===== config.mk =====
export PLATFORM = sky130hd
export DESIGN_NAME = bges_ctrl
export DESIGN_NICKNAME = d
export VERILOG_FILES = /design/src/sv/bges_pkg.sv /design/src/sv/bges_ctrl.sv
export SDC_FILE = /design/constraint.sdc
export NUM_CORES = 1
export LEC_CHECK = 0
export BUFFER_PORTS_ARGS = -buffer_cell sky130_fd_sc_hd__buf_4
export CAP_MARGIN = 20
export CORE_MARGIN = 3
export CORE_UTILIZATION = 40
export DETAILED_ROUTE_END_ITERATION = 8
export GPL_ROUTABILITY_DRIVEN = 0
export MAX_ROUTING_LAYER = met4
export PLACE_DENSITY_LB_ADDON = 0.15
export SYNTH_ARGS = -nofsm -noshare
export SYNTH_HDL_FRONTEND = slang
export SYNTH_SLANG_ARGS = --single-unit

===== constraint.sdc =====
create_clock -name clk -period 2 [get_ports clk]
set_clock_uncertainty 0.1 [all_clocks]
set_input_delay 0.2 -clock clk [delete_from_list [all_inputs] [get_ports clk]]
set_output_delay 0.2 -clock clk [all_outputs]
set_load 0.05 [all_outputs]

===== src/sv/bges_pkg.sv =====
// Shared types, constants and codes for the bilinear grid elevation sampler.
// No dependencies; every other file imports this package.
package bges_pkg;

  localparam int MAX_ROWS  = 256;
  localparam int MAX_COLS  = 256;
  localparam int ROW_W     = $clog2(MAX_ROWS);
  localparam int COL_W     = $clog2(MAX_COLS);
  localparam int ADDR_W    = ROW_W + COL_W;
  localparam int GRID_SIZE = MAX_ROWS * MAX_COLS;

  // Shared divider: 56-bit dividend, 33-bit divisor, one quotient bit a cycle
  localparam int DIV_NUM_W = 56;
  localparam int DIV_DEN_W = 33;
  localparam int DIV_CNT_W = $clog2(DIV_NUM_W + 1);

  // Angles in Q4.28 radians
  localparam logic signed [33:0] PI_Q      = 34'sd843314857;
  localparam logic signed [33:0] TWO_PI_Q  = 34'sd1686629714;
  localparam logic signed [33:0] HALF_PI_Q = 34'sd421657428;

  typedef enum logic [2:0] {
    CFG_SOUTH_LAT,
    CFG_WEST_LON,
    CFG_ROW_STEP,
    CFG_COL_STEP,
    CFG_ROW_COUNT,
    CFG_COL_COUNT,
    CFG_NODATA,
    CFG_WRAP
  } cfg_idx_t;

  typedef enum logic {
    KIND_WRITE,
    KIND_QUERY
  } kind_t;

  typedef enum logic [1:0] {
    ST_OK,
    ST_OUTSIDE,
    ST_NO_DATA,
    ST_BAD_CFG
  } stat_t;

  typedef struct packed {
    kind_t              kind;
    logic [7:0]         sample_row;
    logic [7:0]         sample_col;
    logic signed [15:0] sample_value;
    logic signed [31:0] query_lat;
    logic signed [31:0] query_lon;
  } in_item_t;

  typedef struct packed {
    logic signed [23:0] elevation;
    stat_t              status;
  } out_item_t;

  typedef enum logic [4:0] {
    OP_NONE,
    OP_LOAD,
    OP_PREP1,
    OP_PREP2,
    OP_PREP3,
    OP_DIV_ROW,
    OP_CAPT_ROW,
    OP_DIV_COL,
    OP_CAPT_COL,
    OP_DIV_MOD,
    OP_CAPT_MOD,
    OP_INDEX,
    OP_NB_ADDR,
    OP_NB_DATA,
    OP_NB_ACC,
    OP_DIV_FIN,
    OP_EMIT_OK,
    OP_EMIT_ERR
  } dp_op_t;

  typedef enum logic [4:0] {
    S_IDLE,
    S_PREP1,
    S_PREP2,
    S_PREP3,
    S_CHECK,
    S_ROW_DIV,
    S_ROW_WAIT,
    S_COL_DIV,
    S_COL_WAIT,
    S_MOD_DIV,
    S_MOD_WAIT,
    S_INDEX,
    S_NB_ADDR,
    S_NB_DATA,
    S_NB_ACC,
    S_FIN_CHECK,
    S_FIN_DIV,
    S_FIN_WAIT
  } ctrl_state_t;

  typedef struct packed {
    dp_op_t     op;
    logic [1:0] nb;
    stat_t      code;
  } dp_cmd_t;

  typedef struct packed {
    logic cfg_ok;
    logic lat_out;
    logic col_out;
    logic wrap;
    logic div_done;
    logic total_zero;
  } dp_stat_t;

endpackage


===== src/sv/bges_ctrl.sv =====
// Controller state machine: sequences the datapath through one request.
// Depends on bges_pkg.
module bges_ctrl (
  input  logic               clk,
  input  logic               rst_n,
  input  logic               start,
  input  bges_pkg::kind_t    kind,
  input  bges_pkg::dp_stat_t stat,
  output logic               busy,
  output bges_pkg::dp_cmd_t  cmd
);
  import bges_pkg::*;

  ctrl_state_t state_r, state_nxt;
  logic [1:0]  nb_r, nb_nxt;

  always_ff @(posedge clk) begin
    if (!rst_n) begin
      state_r <= S_IDLE;
      nb_r    <= '0;
    end else begin
      state_r <= state_nxt;
      nb_r    <= nb_nxt;
    end
  end

  // next state
  always_comb begin
    state_nxt = state_r;
    nb_nxt    = nb_r;
    case (state_r)
      S_IDLE:    if (start && kind == KIND_QUERY) state_nxt = S_PREP1;
      S_PREP1:   state_nxt = S_PREP2;
      S_PREP2:   state_nxt = S_PREP3;
      S_PREP3:   state_nxt = S_CHECK;
      S_CHECK: begin
        if (!stat.cfg_ok || stat.lat_out || stat.col_out) begin
          state_nxt = S_IDLE;
        end else begin
          state_nxt = S_ROW_DIV;
        end
      end
      S_ROW_DIV:  state_nxt = S_ROW_WAIT;
      S_ROW_WAIT: if (stat.div_done) state_nxt = S_COL_DIV;
      S_COL_DIV:  state_nxt = S_COL_WAIT;
      S_COL_WAIT: if (stat.div_done) state_nxt = stat.wrap ? S_MOD_DIV : S_INDEX;
      S_MOD_DIV:  state_nxt = S_MOD_WAIT;
      S_MOD_WAIT: if (stat.div_done) state_nxt = S_INDEX;
      S_INDEX: begin
        nb_nxt    = '0;
        state_nxt = S_NB_ADDR;
      end
      S_NB_ADDR:  state_nxt = S_NB_DATA;
      S_NB_DATA:  state_nxt = S_NB_ACC;
      S_NB_ACC: begin
        nb_nxt    = nb_r + 2'd1;
        state_nxt = (nb_r == 2'd3) ? S_FIN_CHECK : S_NB_ADDR;
      end
      S_FIN_CHECK: state_nxt = stat.total_zero ? S_IDLE : S_FIN_DIV;
      S_FIN_DIV:   state_nxt = S_FIN_WAIT;
      S_FIN_WAIT:  if (stat.div_done) state_nxt = S_IDLE;
      default:     state_nxt = S_IDLE;
    endcase
  end

  // outputs
  always_comb begin
    cmd.op   = OP_NONE;
    cmd.nb   = nb_r;
    cmd.code = ST_OK;
    case (state_r)
      S_IDLE:     if (start) cmd.op = OP_LOAD;
      S_PREP1:    cmd.op = OP_PREP1;
      S_PREP2:    cmd.op = OP_PREP2;
      S_PREP3:    cmd.op = OP_PREP3;
      S_CHECK: begin
        if (!stat.cfg_ok) begin
          cmd.op   = OP_EMIT_ERR;
          cmd.code = ST_BAD_CFG;
        end else if (stat.lat_out || stat.col_out) begin
          cmd.op   = OP_EMIT_ERR;
          cmd.code = ST_OUTSIDE;
        end
      end
      S_ROW_DIV:  cmd.op = OP_DIV_ROW;
      S_ROW_WAIT: if (stat.div_done) cmd.op = OP_CAPT_ROW;
      S_COL_DIV:  cmd.op = OP_DIV_COL;
      S_COL_WAIT: if (stat.div_done) cmd.op = OP_CAPT_COL;
      S_MOD_DIV:  cmd.op = OP_DIV_MOD;
      S_MOD_WAIT: if (stat.div_done) cmd.op = OP_CAPT_MOD;
      S_INDEX:    cmd.op = OP_INDEX;
      S_NB_ADDR:  cmd.op = OP_NB_ADDR;
      S_NB_DATA:  cmd.op = OP_NB_DATA;
      S_NB_ACC:   cmd.op = OP_NB_ACC;
      S_FIN_CHECK: begin
        if (stat.total_zero) begin
          cmd.op   = OP_EMIT_ERR;
          cmd.code = ST_NO_DATA;
        end
      end
      S_FIN_DIV:  cmd.op = OP_DIV_FIN;
      S_FIN_WAIT: if (stat.div_done) cmd.op = OP_EMIT_OK;
      default:    cmd.op = OP_NONE;
    endcase
  end

  assign busy = (state_r != S_IDLE);

endmodule


# After elaboration in Yosys (flattened, before gate mapping)
# Cells that the tools add are included.
# W data, S select, Z words.
[classes]
add_sub_neg = 1
eq_ne = 23
n_mux = 24
reduce_logical = 9
[op_table]
columns = ["op", "count"]
rows = [
  ["$pmux W5 S18", 2],
  ["$mux W5", 10],
  ["$eq A5 B4 Y1 const B", 8],
  ["$eq A5 B3 Y1 const B", 4],
  ["$eq A5 B2 Y1 const B", 2],
  ["$eq A5 B5 Y1 const B", 2],
  ["$ne A2 B2 Y1 const B", 5],
  ["$mux W2", 4],
  ["$mux W4", 2],
  ["$pmux W2 S2", 2],
  ["$mux W3", 2],
  ["$eq A5 B1 Y1 const B", 1],
  ["$logic_not A5 Y1", 1],
  ["$reduce_and A5 Y1", 1],
  ["$reduce_bool A5 Y1", 1],
  ["$logic_or A1 B1 Y1", 3],
  ["$add A2 B1 Y2 const B", 1],
  ["$eq A2 B2 Y1 const B", 1],
  ["$mux W1", 2],
  ["$reduce_bool A2 Y1", 1],
  ["$logic_and A1 B1 Y1", 1],
  ["$logic_not A1 Y1", 1],
]
[totals]
reg_bits = 7
in_bits = 10
out_inout_bits = 10
wordCells = 59

# Depth between registers and ports, before layout
# Gate-level depths: netlist of run 1.
[logic_depth]
word_depth = 5
ltp_mapped = 7

# Least setup slack after synthesis of run 1
# Ideal clock, no wire load.
[synth_path]
path_kind = "register to output"
from = "reg state_r[0]"
to = "out cmd[4] (netlist bit)"
t_arrival_ps = 2295
required_time_ps = 1700
path_slack_ps = -595
stages_incl_launch_ff = 7
path_buffers = 1
path_cell_list = "dfxtp_1 buf_4 nor4_1 nand2_1 nor2_1 a21oi_1 o211ai_1"
[synth_rtl]
columns = ["item", "line_no", "text"]
rows = [
  ["from (decl)", "bges_ctrl.sv:14", "ctrl_state_t state_r, state_nxt;"],
  ["from (signal assigned)", "bges_ctrl.sv:22", "state_r <= state_nxt;"],
  ["to (decl)", "bges_ctrl.sv:10", "output bges_pkg::dp_cmd_t cmd"],
]

==> impl_metrics.env, run 1 <==
export IMPL_status="complete, no violations"
export IMPL_fin_cells=149
export IMPL_grt_max_degree=15
export IMPL_powerDensity_nw_per_um2=1440
export IMPL_placedCellCount=144
export IMPL_reg2reg_depth=6
export IMPL_dr_total_vias=882
export IMPL_worstHoldStart="rst_n"
export IMPL_drive_gt1_share_pct=39.8
export IMPL_io_buffers=19
export IMPL_drt_iter0_markers=28
export IMPL_tns_ns=0
export IMPL_clkSinkCount=7
export IMPL_final_common_cell="buf_4"
export IMPL_initial_core_util_pct=44.8
export IMPL_pre_cts_ws_ns=0.0449
export IMPL_syn_to_final_growth_pct=47.0
export IMPL_holdPathEnd="nb_r[0]"
export IMPL_ys_flop_type="dfxtp_1"
export IMPL_vdd_drop_max_uv=1110
export IMPL_fin_ws_ns=0.111
export IMPL_antennaDiodeCount=0
export IMPL_synth_top_area_share_pct=19.9
export IMPL_grt_pass1_vias=733
export IMPL_maxClockFrequency_mhz=529
export IMPL_design_core_area_um2=1580
export IMPL_grt_pass1_wl_mm=3.28
export IMPL_die_w_um=48
export IMPL_syn_mean_instance_area_um2=6.92
export IMPL_power_leakage_uw=0.000457
export IMPL_criticalPathCategory="reg2out"
export IMPL_fin_crit_sh_pct=94.5
export IMPL_cts_buffers=3
export IMPL_antenna_found_initial=0
export IMPL_r2r_setup_slack_ns=0.18
export IMPL_clkTransAtPathRegs_ns=0.05
export IMPL_clk_latency_ns=0.24
export IMPL_die_area_um2=2300
export IMPL_async_flop_share_pct=0
export IMPL_post_dp_hpwl_mm=1.58
export IMPL_hold_viol=0
export IMPL_slew_violations=0
export IMPL_synth_area_top_cells="dfxtp_1 20%, a21oi_1 9.2%, nand2_1 8.0%"
export IMPL_synth_top_cell_by_area="dfxtp_1"
export IMPL_cap_violations=0
export IMPL_setup_viol=0
export IMPL_vias_per_cell=5.92
export IMPL_layout_nets=145
export IMPL_holdCritPathClass="in2reg"
export IMPL_final_cell_mix="34 x buf_4, 14 x nand2_1, 12 x a21oi_1, 6 x nor2b_1, 4 x nor2_1"
export IMPL_cts_tree="built"
export IMPL_placement_rows=14
export IMPL_grt_util_all_layers_pct=20.6
export IMPL_synth_edf_count=0
export IMPL_timing_rr_start="state_r[3]"
export IMPL_rsz0062_at_grt="no"
export IMPL_max_slew_margin_pct=79.4
export IMPL_critical_path_required_ns=1.70
export IMPL_worstPathArrival_ns=1.59
export IMPL_ys_seq_area_share_pct=19.9
export IMPL_worstMarginPinSlew_ns=0.307
export IMPL_drc=0
export IMPL_io_pins=20
export IMPL_crit_path_end_kind="primary output"
export IMPL_synth_fp_nets=113
export IMPL_wl_per_cell_um=14.0
export IMPL_syn_inst=102
export IMPL_first_pass_iters=4
export IMPL_holdPathStages=2
export IMPL_synthesis_area_um2=706
export IMPL_root_buffer="clkbuf_4"
export IMPL_detail_route_antenna_nets=0
export IMPL_clk_path_buf_depth=2
export IMPL_yosys_warnings=0
export IMPL_die_h_um=48
export IMPL_fin_crit_ns=1.89
export IMPL_startpoint_type="flop"
export IMPL_r2r_end="state_r[2]"
export IMPL_yosysUniqueCellTypes=39
export IMPL_cts_htree_levels=1
export IMPL_routed_wl_mm=2.08
export IMPL_crit_fanout=14
export IMPL_overflow=0
export IMPL_ys_ff_latch=7
-- Yosys cell counts, types with 3 or more instances --
cell	n
nand3_1	3
nor2b_1	6
o21ai_0	5
nand2_1	15
inv_1	3
nor2_1	6
a21oi_1	13
a31oi_1	3
buf_2	3
dfxtp_1	7
clkbuf_1	3
-- sequential cells by signal, summed over array words and instances (netlist names) --
register	cells
state_r	5
nb_r	2
-- power breakdown --
group | switching (uW) | total (uW) | internal, uW
logic | 672 | 1130 | 455
clock network | 47.3 | 123 | 75.8
registers | 67.7 | 247 | 179
-- worst max-delay path, stage by stage (launching register included) --
cell	delay [ns]
dfxtp_4	0.39
nor4_4	0.35
nand2_2	0.12
nor2_4	0.13
a21oi_2	0.04
o211ai_1	0.09
buf_4	0.22
-- metal layers --
layer | global-route usage, % | vias to the layer above | routed length, um
met5 | - | - | 0
met4 | 1.61 | 0 | 0
met3 | 3.38 | 0 | 144
met2 | 30.6 | 40 | 1020
met1 | 30.0 | 405 | 916
li1 | - | 437 | -
-- area by class of cell --
type	count	area, um2
Sequential cell	7	153
Tap cell	16	20.0
Fill cell	139	539
Timing Repair Buffer	35	275
Inverter	3	11.3
Clock buffer	4	26.3
Multi-Input combinational cell	84	552
-- worst max path at each step --
stage	start	to
after floorplan	state_r[1]	cmd[4]
after global placement	state_r[2]	state_r[2]
after CTS	state_r[4]	cmd[4]
after global routing	state_r[0]	cmd[5]
final	state_r[1]	cmd[4]
after detailed placement	state_r[2]	state_r[2]
-- metrics by stage --
step,util [%],instance area (um2),hold slack (ns),total power [uW]
after detailed placement,62.5,986,0.364,1330
after global routing,65.8,1040,0.119,1590
after global placement,62.5,986,0.363,1310
after CTS,64.4,1020,0.110,1460
after floorplan,-,739,0.222,986
final,65.8,1040,0.121,1500
-- kinds of logic (layout without fill, tap and decap cells) --
logic type	count (synthesis)	in the layout	synth area share, %
fa+ha+maj	1	1	1.77
flops	7	7	19.9
mux	2	2	3.01
compound gates	35	35	33.3
simple gates	45	45	33.3
buf+inv	11	42	7.45
xor+xnor	1	1	1.24
-- timing repair --
action | in CTS | in global routing
resized for setup | 3 | 6
setup endpoints to repair | 4 | 4
hold buffers | 0 | 0
pin swaps | 0 | 1
buffers inserted | 0 | 1
Note: power is estimated with default switching activity, not from simulation.
==> run 2: changes to the inputs <==
- GPL_TIMING_DRIVEN: not set -> 0
- PLACE_DENSITY_LB_ADDON: 0.15 -> 0.08
- SKIP_LAST_GASP: not set -> 1
==> impl_metrics.env, run 2 (same netlist as run 1, synthesis figures left out) <==
export IMPL_cp_startpoint="state_r[0]"
export IMPL_grt_pass1_wl_mm=3.43
export IMPL_cp_slowest_stage_delay_ns=0.49
export IMPL_combPwrFrac_pct=77.0
export IMPL_switchingPower_uw=803
export IMPL_clkSinkCount=7
export IMPL_crit_path_end="state_r[2]"
export IMPL_power_internal_uw=677
export IMPL_power_total_uw=1480
export IMPL_placement_rows=14
export IMPL_powerDensity_nw_per_um2=1450
export IMPL_grt_pass1_vias=797
export IMPL_clk_latency_ns=0.26
export IMPL_slew_violations=0
export IMPL_io_buffers=19
export IMPL_route_met3_wl_um=144
export IMPL_overflow=0
export IMPL_root_buffer="clkbuf_4"
export IMPL_worstMarginPinSlew_ns=0.589
export IMPL_drt_iter0_markers=38
export IMPL_layout_nets=141
export IMPL_cts_buffers=3
export IMPL_wl_per_cell_um=14.8
export IMPL_drc=0
export IMPL_final_core_util_pct=64.7
export IMPL_detail_route_antenna_nets=0
export IMPL_fin_crit_sh_pct=96.2
export IMPL_antennaDiodeCount=0
export IMPL_vias_per_cell=6.03
export IMPL_r2r_end="state_r[2]"
export IMPL_crit_path_end_kind="flop"
export IMPL_crit_chain="buf_6 -> nor4_4 -> buf_4 -> buf_4 -> a22oi_2 -> o31ai_4 -> or4b_1 -> o21ai_1"
export IMPL_critical_path_required_ns=2.08
export IMPL_vdd_drop_max_uv=1090
export IMPL_max_slew_margin_pct=60.6
export IMPL_power_leakage_uw=0.000435
export IMPL_fin_cells=145
export IMPL_pre_cts_ws_ns=0.123
export IMPL_largest_register="state_r"
export IMPL_reg2reg_depth=8
export IMPL_io_pins=20
export IMPL_timing_rr_start="state_r[0]"
export IMPL_first_pass_iters=4
export IMPL_syn_to_final_growth_pct=44.5
export IMPL_r2r_setup_slack_ns=0.08
export IMPL_path_buf_inv=3
export IMPL_final_common_cell="buf_4"
export IMPL_grt_max_degree=11
export IMPL_dr_total_vias=875
export IMPL_setup_viol=0
export IMPL_criticalPathCategory="reg2reg"
export IMPL_post_dp_hpwl_mm=1.46
export IMPL_fin_ws_ns=0.0754
export IMPL_reg_top3="state_r (5), nb_r (2)"
export IMPL_dpl_cell_area_um2=902
export IMPL_die_area_um2=2300
export IMPL_initial_core_util_pct=44.8
export IMPL_met1Wirelength_um=929
export IMPL_worstPathArrival_ns=2.01
export IMPL_status="complete, no violations"
export IMPL_switching_share_pct=54.3
export IMPL_crit_path_frequent_cell="buf_4"
export IMPL_design_core_area_um2=1580
export IMPL_startpoint_type="flop"
export IMPL_placedCellCount=137
export IMPL_clk_path_buf_depth=2
export IMPL_pwr_share_seq_pct=14.0
export IMPL_hold_viol=0
export IMPL_holdBufCountCts=0
export IMPL_rsz0062_at_grt="yes"
export IMPL_final_cell_mix="22 x buf_4, 14 x nand2_1, 12 x a21oi_1"
export IMPL_p_clk_share_pct=8.9
export IMPL_cts_htree_levels=1
export IMPL_dr_wl_met2_mm=1.07
export IMPL_cap_violations=0
export IMPL_crit_path_top_delay_cell="or4b_1"
export IMPL_die_w_um=48
export IMPL_routed_wl_mm=2.15
export IMPL_clkTransAtPathRegs_ns=0.05
export IMPL_critical_path_depth=8
export IMPL_highest_layer="met3"
export IMPL_final_area_um2=1020
export IMPL_fin_crit_ns=1.92
export IMPL_grt_util_all_layers_pct=21.6
export IMPL_holdCritPathClass="in2reg"
export IMPL_cp_top_family="simple AND/OR/NAND/NOR gates"
export IMPL_die_h_um=48
export IMPL_crit_fanout=10
export IMPL_cts_tree="built"
export IMPL_antenna_found_initial=0
export IMPL_drive_gt1_share_pct=38.8
export IMPL_largest_reg_flops=5
export IMPL_maxClockFrequency_mhz=520
run 2: cell types whose count changed in the layout (fill, tap and decap cells not counted), moves of 2 or more:
cell,delta
dfxtp_4,-3
buf_6,+5
buf_4,-12
clkbuf_4,+2
dfxtp_1,+2
run 2: how the worst min path moves through the flow:
stage / start / end / slack (ns) / cells after the start
finish: rst_n / nb_r[0] / 0.12 / 2
global route: rst_n / nb_r[0] / 0.11 / 2
CTS: rst_n / nb_r[0] / 0.11 / 2
detailed placement: rst_n / nb_r[0] / 0.37 / 2
global placement: rst_n / nb_r[0] / 0.37 / 2
floorplan: rst_n / nb_r[0] / 0.22 / 1
run 2: area by class of cell:
class,count,area (um2)
Buffer,8,70.1
Clock buffer,4,26.3
Fill cell,143,557
Inverter,3,15.0
Multi-Input combinational cell,84,569
Sequential cell,7,143
Tap cell,16,20.0
Timing Repair Buffer,23,176
run 2: power by group through the flow:
stage | clock [uW] | combinational [uW] | sequential, uW
detailed placement | 0 | 1030 | 199
CTS | 133 | 1050 | 198
floorplan | 0 | 793 | 193
finish | 132 | 1140 | 207
global route | 147 | 1220 | 208
global placement | 0 | 1020 | 198
run 2: metrics by stage:
stage	setup TNS [ns]	hold WS (ns)
after global routing	-0.0831	0.108
final	0	0.115
after global placement	0	0.370
after floorplan	-0.0253	0.222
after detailed placement	0	0.372
after CTS	-0.0165	0.111
run 2: routing by layer:
metal / up-vias / global-route usage (%)
li1: 433 / -
met5: - / -
met2: 32 / 33.2
met1: 410 / 28.3
met4: 0 / 2.69
met3: 0 / 6.77
run 2: what timing repair did:
item                       in CTS  in global routing
setup buffers                   0                  4
gates resized for setup         8                 15
pin swaps                       0                  6
setup endpoints to repair       6                  6
run 2: worst register-to-register path, stage by stage (launching register included):
cell     delay (ns)
dfxtp_1        0.34
buf_6          0.16
nor4_4         0.07
buf_4          0.14
buf_4          0.12
a22oi_2        0.21
o31ai_4        0.13
or4b_1         0.49
o21ai_1        0.10
